**config.mk**
```make
export PLATFORM = sky130hd
export DESIGN_NAME = ffha_ctrl
export DESIGN_NICKNAME = d
export VERILOG_FILES = /design/src/hw/rtl/ffha_pkg.sv /design/src/hw/rtl/ffha_ctrl.sv
export SDC_FILE = /design/constraint.sdc
export NUM_CORES = 1
export LEC_CHECK = 0
export BUFFER_PORTS_ARGS = -buffer_cell sky130_fd_sc_hd__buf_2
export CAP_MARGIN = 20
export CORE_UTILIZATION = 50
export CTS_CLUSTER_DIAMETER = 50
export DETAILED_ROUTE_END_ITERATION = 8
export PLACE_DENSITY = 0.77
export SYNTH_ARGS = -nofsm -noshare
export SYNTH_HDL_FRONTEND = slang
export SYNTH_SLANG_ARGS = --single-unit
```
**constraint.sdc**
```tcl
create_clock -name clk -period 7.02 [get_ports clk]
set_clock_uncertainty 0.15 [all_clocks]
set_input_delay 0.351 -clock clk [delete_from_list [all_inputs] [get_ports clk]]
set_output_delay 0.351 -clock clk [all_outputs]
set_load 0.05 [all_outputs]
```
**src/hw/rtl/ffha_pkg.sv**
```systemverilog
// Shared types and constants of the first-fit heap allocator.
// Used by ffha_ctrl and the top level; no dependencies.
package ffha_pkg;

  localparam int HEAP_GRANULES = 4096;
  localparam int GRAN_SHIFT    = 3;   // 8-byte granules
  localparam int ADDR_W        = 12;  // header store index
  localparam int IDX_W         = 13;  // list index, LIST_END included
  localparam logic [IDX_W-1:0] LIST_END = IDX_W'(HEAP_GRANULES);
  localparam logic [IDX_W-1:0] STEP_MAX = IDX_W'(HEAP_GRANULES);

  typedef struct packed {
    logic [IDX_W-1:0] size;
    logic             used;
    logic [IDX_W-1:0] next;
  } hdr_t;

  localparam int HDR_W = $bits(hdr_t);

  typedef enum logic [0:0] {
    ACT_ALLOC = 1'b0,
    ACT_FREE  = 1'b1
  } action_t;

  typedef enum logic [4:0] {
    ST_CLEAR,
    ST_IDLE,
    ST_A_START,
    ST_A_LOOP,
    ST_A_EVAL,
    ST_A_WR_NB,
    ST_A_WR_CUR,
    ST_A_WR_PREV,
    ST_F_START,
    ST_F_CHK,
    ST_F_WALK,
    ST_F_WALK_EV,
    ST_F_LINK,
    ST_F_FWD,
    ST_F_BACK,
    ST_F_WR_H,
    ST_F_WR_PREV,
    ST_DONE
  } state_t;

endpackage

```
**src/hw/rtl/ffha_ctrl.sv**
```systemverilog
// Allocator sequencer: clearing pass, first-fit search, split, free with merge.
// Uses ffha_pkg; drives the header store held in ffha_ram.
module ffha_ctrl (
  input  logic                         clk,
  input  logic                         rst,
  input  logic [ffha_pkg::IDX_W-1:0]   heap_granules,
  input  logic                         s_valid,
  output logic                         s_ready,
  input  logic                         s_action,
  input  logic [15:0]                  s_size,
  input  logic [11:0]                  s_ptr,
  output logic                         m_valid,
  input  logic                         m_ready,
  output logic [11:0]                  m_ptr,
  output logic                         m_ok,
  output logic                         ram_we,
  output logic [ffha_pkg::ADDR_W-1:0]  ram_waddr,
  output logic [ffha_pkg::HDR_W-1:0]   ram_wdata,
  output logic [ffha_pkg::ADDR_W-1:0]  ram_raddr,
  input  logic [ffha_pkg::HDR_W-1:0]   ram_rdata
);

  ffha_pkg::state_t state, state_next;

  logic [15:0]                 bytes;
  logic [11:0]                 ptr;
  logic [ffha_pkg::IDX_W-1:0]  cur, cur_next;
  logic [ffha_pkg::ADDR_W-1:0] prev, prev_next;
  logic                        prev_valid, prev_valid_next;
  ffha_pkg::hdr_t              prevd, prevd_next;
  logic [ffha_pkg::IDX_W-1:0]  steps, steps_next;
  logic [ffha_pkg::IDX_W-1:0]  hsize, hsize_next;
  logic [ffha_pkg::IDX_W-1:0]  hnext, hnext_next;
  logic [ffha_pkg::IDX_W-1:0]  rem, rem_next;
  logic [ffha_pkg::IDX_W-1:0]  after, after_next;
  logic [ffha_pkg::IDX_W-1:0]  cursz, cursz_next;
  logic                        split, split_next;
  logic [ffha_pkg::IDX_W-1:0]  head, head_next;
  logic                        init, init_next;
  logic [11:0]                 res_ptr, res_ptr_next;
  logic                        res_ok, res_ok_next;
  logic [ffha_pkg::ADDR_W-1:0] clr_addr, clr_addr_next;
  logic                        m_valid_next;

  logic [ffha_pkg::IDX_W-1:0]  hlen;
  logic [16:0]                 bytes_up;
  logic [13:0]                 need;
  logic [11:0]                 h;
  logic [13:0]                 h_end_rd;
  logic [13:0]                 h_end;
  logic [13:0]                 prev_tail;
  logic [14:0]                 nb_pos;
  logic [ffha_pkg::IDX_W-1:0]  repl;
  ffha_pkg::hdr_t              rd;

  assign hlen     = (heap_granules > ffha_pkg::LIST_END) ? ffha_pkg::LIST_END : heap_granules;
  assign bytes_up = {1'b0, bytes} + 17'd7;
  assign need     = 14'(bytes_up >> ffha_pkg::GRAN_SHIFT) + 14'd1;
  assign h        = ptr - 12'd1;
  assign rd       = ffha_pkg::hdr_t'(ram_rdata);
  assign h_end_rd = {2'b00, h} + {1'b0, rd.size};
  assign h_end    = {2'b00, h} + {1'b0, hsize};
  assign prev_tail = {2'b00, prev} + {1'b0, prevd.size};
  assign nb_pos   = {2'b00, cur} + {1'b0, need};
  // link that replaces the allocated block in the free list
  assign repl     = split ? nb_pos[ffha_pkg::IDX_W-1:0] : after;
  assign s_ready  = (state == ffha_pkg::ST_IDLE);

  always_ff @(posedge clk) begin
    if (rst) begin
      state    <= ffha_pkg::ST_CLEAR;
      clr_addr <= '0;
      head     <= ffha_pkg::LIST_END;
      init     <= 1'b0;
      m_valid  <= 1'b0;
    end else begin
      state    <= state_next;
      clr_addr <= clr_addr_next;
      head     <= head_next;
      init     <= init_next;
      m_valid  <= m_valid_next;
    end
  end

  always_ff @(posedge clk) begin
    if (s_valid && s_ready) begin
      bytes <= s_size;
      ptr   <= s_ptr;
    end
    if (state == ffha_pkg::ST_DONE && (!m_valid || m_ready)) begin
      m_ptr <= res_ptr;
      m_ok  <= res_ok;
    end
    cur        <= cur_next;
    prev       <= prev_next;
    prev_valid <= prev_valid_next;
    prevd      <= prevd_next;
    steps      <= steps_next;
    hsize      <= hsize_next;
    hnext      <= hnext_next;
    rem        <= rem_next;
    after      <= after_next;
    cursz      <= cursz_next;
    split      <= split_next;
    res_ptr    <= res_ptr_next;
    res_ok     <= res_ok_next;
  end

  always_comb begin
    state_next      = state;
    clr_addr_next   = clr_addr;
    head_next       = head;
    init_next       = init;
    m_valid_next    = m_valid;
    cur_next        = cur;
    prev_next       = prev;
    prev_valid_next = prev_valid;
    prevd_next      = prevd;
    steps_next      = steps;
    hsize_next      = hsize;
    hnext_next      = hnext;
    rem_next        = rem;
    after_next      = after;
    cursz_next      = cursz;
    split_next      = split;
    res_ptr_next    = res_ptr;
    res_ok_next     = res_ok;
    ram_we          = 1'b0;
    ram_waddr       = '0;
    ram_wdata       = '0;
    ram_raddr       = cur[ffha_pkg::ADDR_W-1:0];

    if (m_valid && m_ready) begin
      m_valid_next = 1'b0;
    end

    unique case (state)
      ffha_pkg::ST_CLEAR: begin
        ram_we        = 1'b1;
        ram_waddr     = clr_addr;
        clr_addr_next = clr_addr + 1'b1;
        if (clr_addr == '1) begin
          state_next = ffha_pkg::ST_IDLE;
        end
      end
      ffha_pkg::ST_IDLE: begin
        if (s_valid) begin
          state_next = (ffha_pkg::action_t'(s_action) == ffha_pkg::ACT_FREE)
                       ? ffha_pkg::ST_F_START : ffha_pkg::ST_A_START;
        end
      end
      ffha_pkg::ST_A_START: begin
        res_ptr_next    = '0;
        res_ok_next     = 1'b0;
        prev_valid_next = 1'b0;
        steps_next      = '0;
        cur_next        = head;
        if (bytes == '0) begin
          state_next = ffha_pkg::ST_DONE;
        end else begin
          state_next = ffha_pkg::ST_A_LOOP;
          if (!init) begin
            // lazy set-up: one free block spanning the heap
            init_next = 1'b1;
            if (hlen == '0) begin
              head_next = ffha_pkg::LIST_END;
              cur_next  = ffha_pkg::LIST_END;
            end else begin
              head_next = '0;
              cur_next  = '0;
              ram_we    = 1'b1;
              ram_waddr = '0;
              ram_wdata = ffha_pkg::HDR_W'({hlen, 1'b0, ffha_pkg::LIST_END});
            end
          end
        end
      end
      ffha_pkg::ST_A_LOOP: begin
        if (cur < ffha_pkg::LIST_END && steps <= ffha_pkg::STEP_MAX) begin
          state_next = ffha_pkg::ST_A_EVAL;
        end else begin
          state_next = ffha_pkg::ST_DONE;
        end
      end
      ffha_pkg::ST_A_EVAL: begin
        if ({1'b0, rd.size} >= need) begin
          rem_next   = rd.size - need[ffha_pkg::IDX_W-1:0];
          after_next = rd.next;
          split_next = (rd.size - need[ffha_pkg::IDX_W-1:0] >= 13'd2)
                       && (nb_pos < 15'(ffha_pkg::HEAP_GRANULES));
          cursz_next = split_next ? need[ffha_pkg::IDX_W-1:0] : rd.size;
          state_next = split_next ? ffha_pkg::ST_A_WR_NB : ffha_pkg::ST_A_WR_CUR;
        end else begin
          prev_next       = cur[ffha_pkg::ADDR_W-1:0];
          prevd_next      = rd;
          prev_valid_next = 1'b1;
          cur_next        = rd.next;
          steps_next      = steps + 1'b1;
          state_next      = ffha_pkg::ST_A_LOOP;
        end
      end
      ffha_pkg::ST_A_WR_NB: begin
        ram_we     = 1'b1;
        ram_waddr  = nb_pos[ffha_pkg::ADDR_W-1:0];
        ram_wdata  = ffha_pkg::HDR_W'({rem, 1'b0, after});
        state_next = ffha_pkg::ST_A_WR_CUR;
      end
      ffha_pkg::ST_A_WR_CUR: begin
        // cur keeps its old successor
        ram_we     = 1'b1;
        ram_waddr  = cur[ffha_pkg::ADDR_W-1:0];
        ram_wdata  = ffha_pkg::HDR_W'({cursz, 1'b1, after});
        state_next = ffha_pkg::ST_A_WR_PREV;
      end
      ffha_pkg::ST_A_WR_PREV: begin
        if (prev_valid) begin
          ram_we    = 1'b1;
          ram_waddr = prev;
          ram_wdata = ffha_pkg::HDR_W'({prevd.size, prevd.used, repl});
        end else begin
          head_next = repl;
        end
        res_ptr_next = cur[11:0] + 12'd1;
        res_ok_next  = 1'b1;
        state_next   = ffha_pkg::ST_DONE;
      end
      ffha_pkg::ST_F_START: begin
        res_ptr_next = '0;
        res_ok_next  = 1'b0;
        ram_raddr    = h;
        if (ptr == '0 || {1'b0, h} >= hlen || !init) begin
          state_next = ffha_pkg::ST_DONE;
        end else begin
          state_next = ffha_pkg::ST_F_CHK;
        end
      end
      ffha_pkg::ST_F_CHK: begin
        if (rd.size == '0 || h_end_rd > {1'b0, hlen} || !rd.used) begin
          state_next = ffha_pkg::ST_DONE;
        end else begin
          hsize_next      = rd.size;
          cur_next        = head;
          prev_valid_next = 1'b0;
          steps_next      = '0;
          state_next      = ffha_pkg::ST_F_WALK;
        end
      end
      ffha_pkg::ST_F_WALK: begin
        if (cur < ffha_pkg::LIST_END && cur < {1'b0, h} && steps <= ffha_pkg::STEP_MAX) begin
          state_next = ffha_pkg::ST_F_WALK_EV;
        end else begin
          if (cur > ffha_pkg::LIST_END) begin
            cur_next = ffha_pkg::LIST_END;
          end
          state_next = ffha_pkg::ST_F_LINK;
        end
      end
      ffha_pkg::ST_F_WALK_EV: begin
        prev_next       = cur[ffha_pkg::ADDR_W-1:0];
        prevd_next      = rd;
        prev_valid_next = 1'b1;
        cur_next        = rd.next;
        steps_next      = steps + 1'b1;
        state_next      = ffha_pkg::ST_F_WALK;
      end
      ffha_pkg::ST_F_LINK: begin
        hnext_next = cur;
        if (prev_valid) begin
          prevd_next.next = {1'b0, h};
        end else begin
          head_next = {1'b0, h};
        end
        if (cur < ffha_pkg::LIST_END && h_end == {1'b0, cur}) begin
          state_next = ffha_pkg::ST_F_FWD;
        end else begin
          state_next = ffha_pkg::ST_F_BACK;
        end
      end
      ffha_pkg::ST_F_FWD: begin
        hsize_next = hsize + rd.size;
        hnext_next = rd.next;
        state_next = ffha_pkg::ST_F_BACK;
      end
      ffha_pkg::ST_F_BACK: begin
        if (prev_valid && prev_tail == {2'b00, h}) begin
          prevd_next.size = prevd.size + hsize;
          prevd_next.next = hnext;
        end
        state_next = ffha_pkg::ST_F_WR_H;
      end
      ffha_pkg::ST_F_WR_H: begin
        ram_we     = 1'b1;
        ram_waddr  = h;
        ram_wdata  = ffha_pkg::HDR_W'({hsize, 1'b0, hnext});
        state_next = ffha_pkg::ST_F_WR_PREV;
      end
      ffha_pkg::ST_F_WR_PREV: begin
        if (prev_valid) begin
          ram_we    = 1'b1;
          ram_waddr = prev;
          ram_wdata = ffha_pkg::HDR_W'(prevd);
        end
        res_ok_next = 1'b1;
        state_next  = ffha_pkg::ST_DONE;
      end
      ffha_pkg::ST_DONE: begin
        if (!m_valid || m_ready) begin
          m_valid_next = 1'b1;
          state_next   = ffha_pkg::ST_IDLE;
        end
      end
      default: begin
        state_next = ffha_pkg::ST_IDLE;
      end
    endcase
  end

`ifndef SYNTHESIS
  a_busy_after_accept: assert property (@(posedge clk) disable iff (rst)
    s_valid && s_ready |=> state != ffha_pkg::ST_IDLE)
    else $error("allocator still idle after a request transfer");
  a_no_write_idle: assert property (@(posedge clk) disable iff (rst)
    ram_we |-> state != ffha_pkg::ST_IDLE)
    else $error("header store written while idle");
  a_ptr_implies_ok: assert property (@(posedge clk) disable iff (rst)
    m_valid && m_ptr != '0 |-> m_ok)
    else $error("non-null pointer returned without success");
`endif

endmodule

```
Word-level counts from Yosys, hierarchy flattened
Cells that the tools add are included.
- register bits after elaboration: 218
- latch bits: 0
- bits in writable memories: 0
- memory bits (read-only): 0
- input bits: 73
- output and inout bits: 67
- logic and storage cells: 188
- memories: 0
- add/subtract/negate cells: 13
- multiply operators: 0
- div/mod/pow operators: 0
- magnitude comparators: 10
- equal/unequal tests: 31
- shifts and indexed selects: 0
- mux-type cells: 64
- bitwise gates (word level): 1
- reduce and logical (&&, ||, !) cells: 45
- operators with widths (cell ; count):
    $mux 13 ; 18
    $mux 27 ; 6
    $pmux 27 s6 ; 1
    $pmux 13 s4 ; 2
    $pmux 5 s17 ; 1
    $pmux 13 s3 ; 2
    $pmux 13 s5 ; 1
    $pmux 12 s5 ; 1
    $pmux 13 s2 ; 2
    $pmux 12 s2 ; 2
    $add 12x13->14 ; 3
    $eq 5x4->1 const B ; 8
    $mux 12 ; 3
    $mux 5 ; 7
    $add 13x13->13 ; 2
    $gt 13x13->1 const B ; 2
    $logic_not 13->1 ; 2
    $add 12x1->12 const B ; 2
    $eq 5x3->1 const B ; 4
    $ne 2x2->1 const B ; 10
    $add 16x3->17 const B ; 1
    $logic_not 16->1 ; 1
    $add 13x14->15 ; 1
    $lt 15x13->1 const B ; 1
    41 further kinds ; 81

Longest topological paths before layout
- word-level depth: 8
- depth in mapped cells: 25
- mapped depth without buffers: 24

Least setup slack after synthesis
No wires, ideal clock.
- path type: reg2reg
- start: register bytes[0]
- end: register prev[0] (netlist name) (enable)
- data arrival time: 6.948 ns
- required time: 6.320 ns
- path slack: -0.628 ns
- cell stages (with the launch flop): 20
- clock period less this slack: 7.648 ns
- path through: edfxtp_1 -> nor3_1 -> xor2_1 -> inv_1 -> ha_1 -> o21ai_0 -> o21ai_0 -> nand2_1 -> xnor2_1 -> inv_1 -> ha_1 -> o21a_1 -> o31a_1 -> o31a_1 -> o31ai_4 -> a21oi_1 -> o211ai_1 -> a21o_1 -> nor3_1 -> nor2_1
- longest elaborated chain between the ends: 5
- RTL lines (item ; RTL line ; RTL):
    start: declaration ; ffha_ctrl.sv:25 ; logic [15:0] bytes;
    start signal: assignment ; ffha_ctrl.sv:87 ; bytes <= s_size;
    $add 16x3->17 ; ffha_ctrl.sv:57 ; assign bytes_up = {1'b0, bytes} + 17'd7;
    $add 14x1->14 ; ffha_ctrl.sv:58 ; assign need = 14'(bytes_up >> ffha_pkg::GRAN_SHIFT) + 14'd1;
    $ge 13x14->1 ; ffha_ctrl.sv:186 ; if ({1'b0, rd.size} >= need) begin
    $ne 2x2->1 (no line) ; n/a ;
    $reduce_and 2->1 (no line) ; n/a ;
    end signal: assignment ; ffha_ctrl.sv:95 ; prev <= prev_next;
    end: declaration ; ffha_ctrl.sv:28 ; logic [ffha_pkg::ADDR_W-1:0] prev, prev_next;
No other way between the ends.
A chain may end at the register's enable or synchronous reset.

Final worst setup path
- start: register ptr[0]
- end: register hsize[11] (netlist name) (enable)
- longest elaborated chain between the ends: 7
- RTL lines (item ; RTL line ; RTL):
    start: declaration ; ffha_ctrl.sv:26 ; logic [11:0] ptr;
    start signal: assignment ; ffha_ctrl.sv:88 ; ptr <= s_ptr;
    $sub 12x1->12 ; ffha_ctrl.sv:59 ; assign h = ptr - 12'd1;
    $add 12x13->14 ; ffha_ctrl.sv:61 ; assign h_end_rd = {2'b00, h} + {1'b0, rd.size};
    $gt 14x13->1 ; ffha_ctrl.sv:238 ; if (rd.size == '0 || h_end_rd > {1'b0, hlen} || !rd.used) begin
    $logic_or 1x1->1 (2 in series) ; ffha_ctrl.sv:238 ;
    $ne 2x2->1 (no line) ; n/a ;
    $reduce_and 2->1 (no line) ; n/a ;
    end signal: assignment ; ffha_ctrl.sv:99 ; hsize <= hsize_next;
    end: declaration ; ffha_ctrl.sv:32 ; logic [ffha_pkg::IDX_W-1:0] hsize, hsize_next;
No other way between the ends.

==> flow_summary.ini <==
[placed_design]
dp_cells = 2123
io_buffer_count = 139
dp_hpwl_um = 39400
dp_slack_ps = 1070
place.gp.congestion = 1.00

[die]
die_x_um = 178
core_um2 = 30600
die_height_um = 178
dieArea_um2 = 31800
core.rowCount = 64
start_util_pct = 50.8
io_pins = 140

[route]
viasPerCell = 6.38
wirelength_um = 53200
ant_nets = 0
drt-pass1-iter-count = 7
remaining_drc_errors = 0
drtIter0Drc = 1940
wl_per_cell_um = 23.9
vias = 14200

[clock_tree]
cts_setup_buffers = 0
cts.sinks = 218
htree_num_levels = 1
cts_hold_buf = 43
post_cts_resized = 0
cts_made_buffers = 31
clk_latency_ps = 570
clk_pin_slew_ps = 60
cts_tree = built
root_buffer = clkbuf_16
cts_buffer_depth = 3

[setup_path]
worst-path-buf-inv = 3
arrival_ps = 6070
critical_path_peak_fanout = 13
critPathCaptureType = flop
slowest_stage = edfxtp_1
path_class = reg -> reg
crit_top_cell = o21ai_0
ff2ff_setup_slack_ps = 1000
critPathLaunchType = flop
worstPathCellList = inv_1 -> ha_1 -> xor2_1 -> buf_4 -> ha_1 -> nor2b_1 -> o21ai_0 -> a21boi_0 -> o21ai_0 -> nand2b_1 -> a21o_1 -> a21oi_1 -> o21ai_0 -> o41ai_1 -> xnor2_1 -> ha_1 -> a2111oi_0 -> o21ai_0 -> a21oi_1 -> o21a_1 -> o31ai_1 -> nor3_1 -> inv_1 -> nand2_1
cp_slowest_stage_delay_ps = 590
crit_required_ps = 7070
cp_top_family = compound AO/OA/AOI/OAI gates

[final_layout]
reg_top3 = prevd: 27 flops, bytes: 16 flops
stdcell_count = 2224
largest_register_ffs = 27
layout_commonest_cell = edfxtp_1
area_growth_syn_to_layout_pct = 17.6
diodes = 0
drive_above_1_share_pct = 14.3
top_register = prevd
nNetsFinal = 2010
final_cell_mix = edfxtp_1 (186), nand2_1 (163), nor2_1 (150), buf_2 (139), ha_1 (125)
postLayoutCoreUtil_pct = 59.8

[timing]
finalSetupTns_ps = 0
timing.slew.headroom_pct = 27.3
finalSetupViolations = 0
worst_slew_pin_slew_ps = 1090
period_share_pct = 85.8
clock.fmax_ghz = 0.166
fin_crit_ps = 6020
drv_slew = 0
rsz0062_at_grt = no
finalWorstSetupSlack_ps = 998
finalHoldViolCount = 0

[outcome]
status = finished clean

[hold_path]
hold_path_class = in -> reg

[grt]
track_usage_pct = 33.5
grt_max_degree = 45
grt_first_pass_wirelength_um = 79100
antenna_found_initial = 1
grt_pass1_vias = 13400
globalRouteOverflowTotal = 0

[flow_run]
cap_violations = 0

[power]
ir_drop_uv = 193
p_per_area_nw_per_um2 = 180
power_mw = 3.29
power.leakage_nw = 7.41

[yosys]
syn_area_um2 = 15500
synthArstFlopShare_pct = 0
yosys_warnings = 0
synth_fp_nets = 1831
ys_seq_area_share_pct = 40.0
yosys_register_bits = 218
syn_avg_cell_area_um2 = 9.56
synthCells = 1626
synthFlopType = edfxtp_1
netlist-cell-type-count = 76
synth_enable_flop_cells = 186
[logic make-up (layout without fill, tap and decap cells)]
logic type / Yosys count / in the layout / synth area share, %
multiplexers: 34 / 34 / 2.33
adder cells (fa/ha/maj): 133 / 133 / 11.0
flip-flops: 218 / 218 / 40.0
buffers and inverters: 149 / 351 / 3.62
AND/OR/NAND/NOR: 535 / 535 / 16.2
XOR/XNOR: 142 / 142 / 8.27
AO/OA/AOI/OAI: 415 / 415 / 18.5
[routing by layer]
metal	wire length, µm	up-vias	track usage (%)
met4	2960	0	16.3
met1	20900	6713	44.3
li1	-	6432	-
met5	0	-	0
met3	5650	171	7.01
met2	23700	872	51.9
[through the flow]
step / hold WS (ps) / cell area, µm²
2_1_floorplan: 250 / 15600
3_3_place_gp: 255 / 16700
3_5_place_dp: 260 / 16700
4_1_cts: 68.7 / 18300
5_1_grt: 88.9 / 18300
6_report: 83.8 / 18300
[Yosys cell counts (all sizes together), types with 7 or more instances]
cell type,instances,area share (%)
a2111oi,8,0.45
a211oi,8,0.42
a21o,23,1.1
a21oi,72,2.3
a221o,16,1.0
a221oi,9,0.51
a222oi,21,1.4
a22o,16,0.90
a22oi,29,1.4
and3,20,0.80
buf,8,0.21
clkbuf,60,1.5
dfxtp,32,4.1
edfxtp,186,36
fa,7,0.90
ha,125,10
inv,80,1.9
mux2,17,1.2
mux2i,17,1.1
nand2,163,3.9
nand2b,18,0.72
nand3,47,1.5
nand4,18,0.76
nor2,152,3.7
nor2b,21,0.85
nor3,34,1.2
nor4,22,0.93
o211ai,12,0.58
o21a,19,0.92
o21ai,108,3.5
o21bai,7,0.34
o31a,7,0.39
o31ai,14,0.76
o41ai,8,0.45
or3,12,0.48
xnor2,87,4.9
xor2,52,2.9
[path summary, 6_finish.rpt]
path,from,to,cells after the start
max,ptr[0]$_DFFE_PP_,hsize[11]$_DFFE_PP_,24
min,ram_rdata[14],hsize[0]$_DFFE_PP_,2
min reg2reg,res_ptr[10]$_SDFFCE_PP0P_,m_ptr[10]$_DFFE_PP_,0
max reg2reg,ptr[0]$_DFFE_PP_,hsize[11]$_DFFE_PP_,24
[power breakdown]
group | switching [mW] | internal [mW] | leakage (nW) | total (mW)
Sequential | 0.00226 | 1.40 | 1.96 | 1.40
Combinational | 0.123 | 0.0930 | 4.91 | 0.216
Clock | 0.630 | 1.05 | 0.538 | 1.67
[final cells by class]
class	instances	area (µm²)
Tap cell	396	495
Sequential cell	218	6230
Clock buffer	36	795
Clock inverter	20	303
Fill cell	2598	12300
Multi-Input combinational cell	1259	8780
Timing Repair Buffer	214	1380
Inverter	81	304
Note: power is estimated with default switching activity, not from simulation.
